`src/rtl/cct_pkg.sv`:
```
// ----------------------------------------------------------------------------
// cct_pkg
// shared types, constants and calendar helpers for the calendar clock
// ----------------------------------------------------------------------------
package cct_pkg;

	typedef logic [5:0] sec_t;
	typedef logic [5:0] min_t;
	typedef logic [4:0] hour_t;
	typedef logic [4:0] day_t;
	typedef logic [3:0] month_t;

	localparam logic CMD_TICK = 1'b0;
	localparam logic CMD_SET  = 1'b1;

	localparam sec_t   SEC_LAST   = 6'd59;
	localparam sec_t   SEC_LIMIT  = 6'd60;
	localparam min_t   MIN_LAST   = 6'd59;
	localparam min_t   MIN_LIMIT  = 6'd60;
	localparam hour_t  HOUR_LAST  = 5'd23;
	localparam hour_t  HOUR_LIMIT = 5'd24;
	localparam month_t MONTH_JAN  = 4'd1;
	localparam month_t MONTH_FEB  = 4'd2;
	localparam month_t MONTH_DEC  = 4'd12;
	localparam day_t   DAY_FIRST  = 5'd1;
	localparam day_t   DAY_LEAP_FEB = 5'd29;

	localparam int unsigned DEFAULT_YEAR = 2000;

	// modular inverse of 25 mod 2^16, and the largest 16-bit multiple of 25 over 25
	localparam logic [15:0] INV25     = 16'd23593;
	localparam logic [15:0] DIV25_MAX = 16'd2621;

	localparam day_t MONTH_LEN [12] = '{
		5'd31, 5'd28, 5'd31, 5'd30, 5'd31, 5'd30,
		5'd31, 5'd31, 5'd30, 5'd31, 5'd30, 5'd31
	};

	// divisible by 400, or by 4 and not by 100
	function automatic logic is_leap(input logic [15:0] year);
		logic [15:0] prod;
		logic        div25;
		prod  = 16'(year * INV25);
		div25 = (prod <= DIV25_MAX);
		return div25 ? (year[3:0] == 4'd0) : (year[1:0] == 2'd0);
	endfunction

	function automatic day_t days_in_month(input month_t month, input logic leap);
		logic [3:0] idx;
		idx = (month >= MONTH_JAN && month <= MONTH_DEC) ? month - 4'd1 : 4'd0;
		if (month == MONTH_FEB && leap) begin
			return DAY_LEAP_FEB;
		end
		return MONTH_LEN[idx];
	endfunction

endpackage

```
`src/rtl/calendar_clock_tick.sv`:
```
// ----------------------------------------------------------------------------
// calendar_clock_tick
// real-time clock with gregorian calendar, advanced by ticks or loaded by set
// ----------------------------------------------------------------------------
// channel  dir  handshake           payload
// s_       in   s_tvalid/s_tready   s_tuser = cmd, s_tdata = set fields
// m_       out  m_tvalid/m_tready   m_tdata = current date and time
//
// one item per cycle while the output is not stalled; an item is captured in
// the input register and its result is then written to the result register
// the result register is the clock state itself, updated only when it moves
// a stalled output holds the input register, s_tready drops once it is full
// reset: 00:00:00 january 1, 2000, both stages empty
// ----------------------------------------------------------------------------
module calendar_clock_tick #(
	parameter int YEAR_BITS = 14
) (
	input  logic                 clk,
	input  logic                 arst_n,
	input  logic                 s_tvalid,
	output logic                 s_tready,
	input  logic                 s_tuser,   // cmd
	// set_second, set_minute, set_hour, set_day, set_month, set_year
	input  logic [((26+YEAR_BITS+7)/8)*8-1:0] s_tdata,
	output logic                 m_tvalid,
	input  logic                 m_tready,
	// cur_second, cur_minute, cur_hour, cur_day, cur_month, cur_year
	output logic [((26+YEAR_BITS+7)/8)*8-1:0] m_tdata
);

	localparam int DATA_BITS = 26 + YEAR_BITS;
	localparam int TDATA_W   = ((DATA_BITS + 7) / 8) * 8;
	localparam logic [YEAR_BITS-1:0] YEAR_MAX     = '1;
	localparam logic [YEAR_BITS-1:0] YEAR_DEFAULT = YEAR_BITS'(cct_pkg::DEFAULT_YEAR);

	logic                   valid_s1;
	logic                   cmd_s1;
	logic [DATA_BITS-1:0]   data_s1;

	cct_pkg::sec_t          sec_q;
	cct_pkg::min_t          min_q;
	cct_pkg::hour_t         hour_q;
	cct_pkg::day_t          day_q;
	cct_pkg::month_t        month_q;
	logic [YEAR_BITS-1:0]   year_q;
	logic                   out_valid_q;

	cct_pkg::sec_t          set_sec;
	cct_pkg::min_t          set_min;
	cct_pkg::hour_t         set_hour;
	cct_pkg::day_t          set_day;
	cct_pkg::month_t        set_month;
	logic [YEAR_BITS-1:0]   set_year;

	cct_pkg::month_t        month_v;
	logic [YEAR_BITS-1:0]   year_v;
	cct_pkg::day_t          dim;

	cct_pkg::sec_t          sec_d;
	cct_pkg::min_t          min_d;
	cct_pkg::hour_t         hour_d;
	cct_pkg::day_t          day_d;
	cct_pkg::month_t        month_d;
	logic [YEAR_BITS-1:0]   year_d;

	logic                   advance;

	assign advance  = valid_s1 && (!out_valid_q || m_tready);
	assign s_tready = !valid_s1 || advance;

	always_ff @(posedge clk or negedge arst_n) begin
		if (!arst_n) begin
			valid_s1 <= 1'b0;
		end else if (s_tready) begin
			valid_s1 <= s_tvalid;
		end
	end

	always_ff @(posedge clk) begin
		if (s_tready && s_tvalid) begin
			cmd_s1  <= s_tuser;
			data_s1 <= s_tdata[DATA_BITS-1:0];
		end
	end

	assign set_sec   = data_s1[5:0];
	assign set_min   = data_s1[11:6];
	assign set_hour  = data_s1[16:12];
	assign set_day   = data_s1[21:17];
	assign set_month = data_s1[25:22];
	assign set_year  = data_s1[DATA_BITS-1:26];

	always_comb begin
		if (cmd_s1 == cct_pkg::CMD_SET) begin
			month_v = (set_month >= cct_pkg::MONTH_JAN && set_month <= cct_pkg::MONTH_DEC) ?
				set_month : cct_pkg::MONTH_JAN;
			year_v  = (set_year == '0) ? YEAR_DEFAULT : set_year;
		end else begin
			month_v = month_q;
			year_v  = year_q;
		end
		dim = cct_pkg::days_in_month(month_v, cct_pkg::is_leap(16'(year_v)));

		sec_d   = sec_q;
		min_d   = min_q;
		hour_d  = hour_q;
		day_d   = day_q;
		month_d = month_q;
		year_d  = year_q;

		if (cmd_s1 == cct_pkg::CMD_SET) begin
			sec_d   = (set_sec < cct_pkg::SEC_LIMIT) ? set_sec : '0;
			min_d   = (set_min < cct_pkg::MIN_LIMIT) ? set_min : '0;
			hour_d  = (set_hour < cct_pkg::HOUR_LIMIT) ? set_hour : '0;
			day_d   = (set_day != '0 && set_day <= dim) ? set_day : cct_pkg::DAY_FIRST;
			month_d = month_v;
			year_d  = year_v;
		end else if (sec_q != cct_pkg::SEC_LAST) begin
			sec_d = sec_q + 6'd1;
		end else begin
			sec_d = '0;
			if (min_q != cct_pkg::MIN_LAST) begin
				min_d = min_q + 6'd1;
			end else begin
				min_d = '0;
				if (hour_q != cct_pkg::HOUR_LAST) begin
					hour_d = hour_q + 5'd1;
				end else begin
					hour_d = '0;
					if (day_q < dim) begin
						day_d = day_q + 5'd1;
					end else begin
						day_d = cct_pkg::DAY_FIRST;
						if (month_q < cct_pkg::MONTH_DEC) begin
							month_d = month_q + 4'd1;
						end else begin
							month_d = cct_pkg::MONTH_JAN;
							if (year_q != YEAR_MAX) begin
								year_d = year_q + YEAR_BITS'(1);
							end
						end
					end
				end
			end
		end
	end

	always_ff @(posedge clk or negedge arst_n) begin
		if (!arst_n) begin
			out_valid_q <= 1'b0;
			sec_q       <= '0;
			min_q       <= '0;
			hour_q      <= '0;
			day_q       <= cct_pkg::DAY_FIRST;
			month_q     <= cct_pkg::MONTH_JAN;
			year_q      <= YEAR_DEFAULT;
		end else begin
			if (advance) begin
				out_valid_q <= 1'b1;
				sec_q       <= sec_d;
				min_q       <= min_d;
				hour_q      <= hour_d;
				day_q       <= day_d;
				month_q     <= month_d;
				year_q      <= year_d;
			end else if (m_tready) begin
				out_valid_q <= 1'b0;
			end
		end
	end

	assign m_tvalid = out_valid_q;
	assign m_tdata  = TDATA_W'({year_q, month_q, day_q, hour_q, min_q, sec_q});

endmodule
```
`config.mk`:
```
export PLATFORM = sky130hd
export DESIGN_NAME = calendar_clock_tick
export DESIGN_NICKNAME = d
export VERILOG_FILES = /design/src/rtl/cct_pkg.sv /design/src/rtl/calendar_clock_tick.sv
export SDC_FILE = /design/constraint.sdc
export NUM_CORES = 1
export LEC_CHECK = 0
export BUFFER_PORTS_ARGS = -buffer_cell sky130_fd_sc_hd__buf_4
export CORE_MARGIN = 5
export CORE_UTILIZATION = 45
export DETAILED_ROUTE_END_ITERATION = 7
export PLACE_DENSITY = 0.65
export SLEW_MARGIN = 20
export SYNTH_ARGS = -nofsm -noshare
export SYNTH_HDL_FRONTEND = slang
export SYNTH_SLANG_ARGS = --single-unit
```
`constraint.sdc`:
```
create_clock -name clk -period 9.17 [get_ports clk]
set_clock_uncertainty 0.2 [all_clocks]
set_input_delay 0 -clock clk [delete_from_list [all_inputs] [get_ports clk]]
set_output_delay 0 -clock clk [all_outputs]
set_load 0.03 [all_outputs]
```
=== Yosys cells after proc, flatten, opt, wreduce, memory -nomap -nowiden ===
Memories as Yosys holds them, arrays and structs flattened.
Index checks and enable logic that the tools add are counted.

* Latch bits: 0
* Logic and storage cells: 107
* Register bits after elaboration: 83
* Memories: 1
* Bits in writable memories: 0
* Memory bits (read-only): 80

* Bitwise gates (word level): 1
* Shifts and indexed selects: 0
* Add/sub/neg operators: 7
* $mul: 1
* Muxes and demuxes: 44
* Magnitude comparators: 12
* Reductions and logical operators: 21
* Div/mod/pow operators: 0
* Equality and inequality tests: 10

{| class="wikitable"
|+ Memory list
! name !! words !! width !! read ports !! clocked after Yosys merged registers in !! wr ports !! line !! source
|-
| (name not given) || 16 || 5 || 1 || 0 || 0 || cct_pkg.sv:54 || <nowiki>return MONTH_LEN[idx];</nowiki>
|}

{| class="wikitable"
|+ Operators by type and width
! operator !! number
|-
| two-way mux 14 bit || 9
|-
| two-way mux 5 bit || 15
|-
| two-way mux 6 bit || 7
|-
| two-way mux 4 bit || 9
|-
| <= comparator 16 x 12 -> 1 bit (second input constant) || 1
|-
| multiplier 14 x 15 -> 16 bit (second input constant) || 1
|-
| adder 14 x 1 -> 14 bit (second input constant) || 1
|-
| zero test 14 bit || 1
|-
| != test 14 bit (second input constant) || 1
|-
| adder 6 x 1 -> 6 bit (second input constant) || 2
|-
| < comparator 6 bit (second input constant) || 2
|-
| != test 6 bit (second input constant) || 2
|-
| adder 5 x 1 -> 5 bit (second input constant) || 2
|-
| != test 2 bit (second input constant) || 5
|-
| greater-or-equal comparator 4 x 1 -> 1 bit (second input constant) || 2
|-
| <= comparator 4 bit (second input constant) || 2
|-
| AND reduction 7 bit || 1
|-
| logical AND 1 bit || 6
|-
| greater-or-equal comparator 5 bit (second input constant) || 1
|-
| <= comparator 5 bit || 1
|-
| < comparator 5 bit || 1
|-
| < comparator 5 bit (second input constant) || 1
|-
| != test 5 bit (second input constant) || 1
|-
| inverter 4 -> 5 bit || 1
|-
| 15 further kinds || 21
|}

=== Longest topological paths before layout ===
* Depth in word-level cells: 18
* Depth in mapped cells: 32

=== Worst setup path after synthesis ===
Ideal clock, no wire load.

* Kind: flip-flop to flip-flop
* From: reg cmd_s1
* To: reg month_q[2]
* Slack: 1.948 ns
* Clock period less this slack: 7.222 ns
* Setup time: 0.124 ns
* Data arrival time: 6.898 ns
* Data required time: 8.846 ns
* Cell stages (with the launch flop): 31
* Cells stage by stage: edfxtp_1 -> buf_4 -> buf_2 -> buf_1 -> buf_1 -> clkbuf_1 -> a21oi_1 -> ha_1 -> inv_1 -> fa_1 -> inv_1 -> fa_1 -> ha_1 -> inv_1 -> fa_1 -> inv_1 -> ha_1 -> inv_1 -> a211oi_1 -> o31ai_1 -> a2111o_1 -> a211oi_2 -> a21o_2 -> o31ai_1 -> ha_1 -> nor3b_2 -> a311o_1 -> a31oi_2 -> buf_6 -> a211oi_1 -> a211o_1

* Word-level cells in the longest chain between the ends: 12
* Elaborated cells between the ends (all ways): 27

{| class="wikitable"
|+ RTL lines
! what !! line !! source
|-
| start, declared || calendar_clock_tick.sv:37 || <nowiki>logic cmd_s1;</nowiki>
|-
| start signal, assigned || calendar_clock_tick.sv:81 || <nowiki>cmd_s1 <= s_tuser;</nowiki>
|-
| branches (longest 12 deep; another with multiplier 14 x 15 -> 16 bit) || n/a ||
|-
| end signal, assigned || calendar_clock_tick.sv:155 || <nowiki>month_q <= cct_pkg::MONTH_JAN;</nowiki>
|-
| end signal, assigned || calendar_clock_tick.sv:164 || <nowiki>month_q <= month_d;</nowiki>
|-
| end, declared || calendar_clock_tick.sv:44 || <nowiki>cct_pkg::month_t month_q;</nowiki>
|}

Several ways; the timed one is not identified. The select of a mux whose other input is x is not followed.
A chain may end at the register's enable or synchronous reset.

=== Worst setup path in the final report ===
* From: reg data_s1[27]
* To: reg year_q[10]

* Word-level cells in the longest chain between the ends: 12
* Elaborated cells between the ends (all ways): 15

{| class="wikitable"
|+ RTL lines
! what !! line !! source
|-
| start, declared || calendar_clock_tick.sv:38 || <nowiki>logic [DATA_BITS-1:0] data_s1;</nowiki>
|-
| start signal, assigned || calendar_clock_tick.sv:82 || <nowiki>data_s1 <= s_tdata[DATA_BITS-1:0];</nowiki>
|-
| zero test 14 bit || calendar_clock_tick.sv:97 || <nowiki>year_v = (set_year == '0) ? YEAR_DEFAULT : set_year;</nowiki>
|-
| two-way mux 14 bit * || calendar_clock_tick.sv:97 ||
|-
| two-way mux 14 bit * || calendar_clock_tick.sv:94 || <nowiki>if (cmd_s1 == cct_pkg::CMD_SET) begin</nowiki>
|-
| multiplier 14 x 15 -> 16 bit || cct_pkg.sv:43 || <nowiki>prod = 16'(year * INV25);</nowiki>
|-
| <= comparator 16 x 12 -> 1 bit || cct_pkg.sv:44 || <nowiki>div25 = (prod <= DIV25_MAX);</nowiki>
|-
| two-way mux 1 bit || cct_pkg.sv:45 || <nowiki>return div25 ? (year[3:0] == 4'd0) : (year[1:0] == 2'd0);</nowiki>
|-
| logical AND 1 bit || cct_pkg.sv:51 || <nowiki>if (month == MONTH_FEB && leap) begin</nowiki>
|-
| two-way mux 1 bit || cct_pkg.sv:51 ||
|-
| two-way mux 5 bit || cct_pkg.sv:54 ||
|-
| < comparator 5 bit || calendar_clock_tick.sv:130 || <nowiki>if (day_q < dim) begin</nowiki>
|-
| != test 2 bit (no source line) || n/a ||
|-
| AND reduction 7 bit (no source line) || n/a ||
|-
| end signal, assigned || calendar_clock_tick.sv:165 || <nowiki>year_q <= year_d;</nowiki>
|-
| end, declared || calendar_clock_tick.sv:45 || <nowiki>logic [YEAR_BITS-1:0] year_q;</nowiki>
|}

Every way passes the cells marked *; elsewhere a longest branch is shown, timed or not.

==> metrics.md <==
| Metric | Value |
|---|---|
| Status | complete, but fails checks |
| Violated checks | negative hold slack |
| Final WS setup | 1100 ps |
| WL final | 14,900 µm |
| Cell family with most CP delay | adder cells |
| I/O Buffers | 86 |
| CTS tree | built |
| P&R area growth vs syn | 25.9% |
| # IOs | 87 |
| Drt pass-1 iters | 5 |
| Die Footprint | 15,800 µm² |
| Power per standard cell area | 260 nW/µm² |
| Main synth FF type | edfxtp_1 |
| Post-place setup slack | 1150 ps |
| Post-synth EDFFs | 41 |
| Crit Path Max Fanout | 12 |
| Largest net degree at the start of global routing | 43 |
| Post-DP HPWL | 11,100 µm |
| Clock buffer count from CTS | 9 |
| Post-Syn Area | 6010 µm² |
| CP bufs+invs | 4 |
| Vias per inst | 5.61 |
| Synth cell types | 73 |
| Post-synthesis sequential area ratio | 38.1% |
| Antenna diode count | 0 |
| CTS root buf | clkbuf_16 |
| Yosys warning total | 0 |
| Antenna viol nets, final | 0 |
| Dominant cells by area after synthesis | edfxtp_1 (20%), dfrtp_1 (14%), ha_1 (13%) |
| Mapped Cells | 604 |
| Worst-Margin Slew | 1090 ps |
| Asr flop ratio synth | 50.6% |
| Unrepaired setup endpoints after global routing | false |
| Startpoint types | flop |
| Core footprint | 13,200 µm² |
| Placer congestion estimate | 0.884 |
| Clk slew on worst S/H paths | 60 ps |
| RR Startpoint | data_s1[27]$_DFFE_PP_ |
| Worst-Skew Late Latency | 340 ps |
| Worst setup path start | data_s1[27]$_DFFE_PP_ |
| CTS Sinks | 83 |
| Critical Path Slowest Stage Cell | nor2_1 |
| DR DRC count | 0 |
| Bufs on Longest Clock Path | 2 |
| Die Span X | 126 µm |
| Worst path arrival time | 8110 ps |
| Initial core utilization | 45.6% |
| Most frequent cells in the layout | buf_4 (90), inv_1 (65), ha_1 (64) |
| Vias in the first global route | 5,217 |
| Most common cell after layout, fill and taps aside | buf_4 |
| Leak | 3.34 nW |
| Remaining global-route overflow | 0 |
| Via count | 5,120 |
| CP endpoint kind | flop |
| Initial antenna violation count | 0 |
| Post-layout nets | 858 |
| Fmax | 0.124 GHz |
| Final Hold Vio Count | 9 |
| Biggest area consumer among synthesized cells | edfxtp_1 |
| Worst Hold Margin | -12.8 ps |
| Relative slew margins | 27.6% |
| # resized after CTS | 0 |
| First-pass GRT wire length | 25,000 µm |
| Fraction of the cycle the final worst path needs | 88.0% |
| Fraction of layout cells with a size suffix above 1 | 18.5% |
| WS Path Type | reg2reg |
| Tightest Hold Check Type | in2async |
| Syn nets | 730 |
| Design Power | 0.00197 W |
| Layout fillers | 1,122 |
| Crit-path max cell delay | 640 ps |
| Max cap viols | 0 |
| Critical Path RT | 9210 ps |
| Row cnt | 42 |
| Setup TNS | 0 ps |
| Avg WL per Cell | 16.3 µm |
| Syn avg cell area | 9.96 µm² |
| Initial DRC Count | 274 |
| H-tree levels | 3 |
| Max IR drop VDD | 0.145 mV |
| Synthesized flop and latch total | 83 |
| Post CTS Setup Buffer Count | 0 |
| Chip Height | 126 µm |
| Slew Viols, Final | 0 |
| GRT Total Usage | 19.1% |
| Final setup violation count | 0 |
| Crit path time final | 8070 ps |
| Area fraction of the dominant cell type after synthesis | 20.5% |
## final timing paths
path                                               end  slack (ps)  depth (start not counted)
worst max-delay path            year_q[10]$_DFFE_PN1P_        1100                         28
worst min-delay path              sec_q[5]$_DFFE_PN0P_         -10                          2
worst max register to register  year_q[10]$_DFFE_PN1P_        1100                         28
worst min register to register    m_tvalid$_DFFE_PN0P_         330                          1
max in group asynchronous       month_q[0]$_DFFE_PN1P_        8380                          2
min in group clk                  data_s1[9]$_DFFE_PP_         180                          2
## sequential cells by signal, summed over array words and instances (netlist names)
name / flops
m_tvalid: 1
month_q: 4
cmd_s1: 1
hour_q: 5
day_q: 5
sec_q: 6
min_q: 6
data_s1: 40
year_q: 14
valid_s1: 1
## cells in the mapped netlist, drive strengths merged (3+ instances only)
cell type and instances:
inv 67, nor2b 6, a21oi 40, o32a 3
nand2b 6, nand3 22, a211o 3, xnor2 12
a21o 6, xor2 5, mux2i 9, o211ai 3
nor2 43, clkbuf 7, a41oi 4, a32oi 3
and4 4, nand2 26, buf 11, a31oi 11
a22oi 4, and3 14, a221oi 3, fa 17
nor3 20, nor4 8, o21ai 35, o32ai 3
dfstp 8, ha 64, nor3b 3, o22ai 8
o31ai 5, nand4 4, and2 5, mux2 6
dfrtp 34, edfxtp 41, a211oi 8
## metrics by stage
| stage | instance area (µm²) | util [%] | instances |
|---|---|---|---|
| CTS | 7570 | 57.4 | 913 |
| global placement | 6820 | 51.7 | 852 |
| finish | 7570 | 57.4 | 913 |
| global route | 7570 | 57.4 | 913 |
| floorplan | 6010 | - | 604 |
| detailed placement | 6820 | 51.7 | 852 |
## power breakdown
group	internal (W)	total [W]	switching, W	leakage (nW)
clock	0.000211	0.000359	0.000148	0.135
sequential	0.000457	0.000541	0.0000835	0.894
combinational	0.000463	0.00107	0.000606	2.31
total	0.00113	0.00197	0.000837	3.34
## cell families (layout without fill, tap and decap cells)
family	count (synthesis)	count (layout)	share of synthesized area, %
AO/OA/AOI/OAI	154	154	17.5
XOR/XNOR	18	18	2.85
adder cells (fa/ha/maj)	81	81	19.0
buffers and inverters	85	218	5.64
flip-flops	83	83	38.1
multiplexers	15	15	2.68
AND/OR/NAND/NOR	168	168	14.2
## final cells by class
| type | count | area [µm²] | share of cell area, % |
|---|---|---|---|
| Clock buffer | 10 | 229 | 3.03 |
| Clock inverter | 6 | 66.3 | 0.876 |
| Inverter | 67 | 251 | 3.32 |
| Multi-Input combinational cell | 436 | 3380 | 44.7 |
| Sequential cell | 83 | 2290 | 30.3 |
| Tap cell | 176 | 220 | 2.91 |
| Timing Repair Buffer | 135 | 1130 | 14.9 |
## per-layer routing
layer	up-vias	share of wire (%)	GRT usage (%)	routed length, µm
met3	22	4.8	2.26	711
li1	2468	-	-	-
met5	-	0	0	0
met1	2482	42	23.7	6250
met2	148	51	33.8	7630
met4	0	2.3	7.84	337
## timing repair
action / CTS / global route
setup endpoints to repair: 0 / 0
hold endpoints to repair: 85 / 0
hold buffers: 45 / 0
Note: power is estimated with default switching activity, not from simulation.
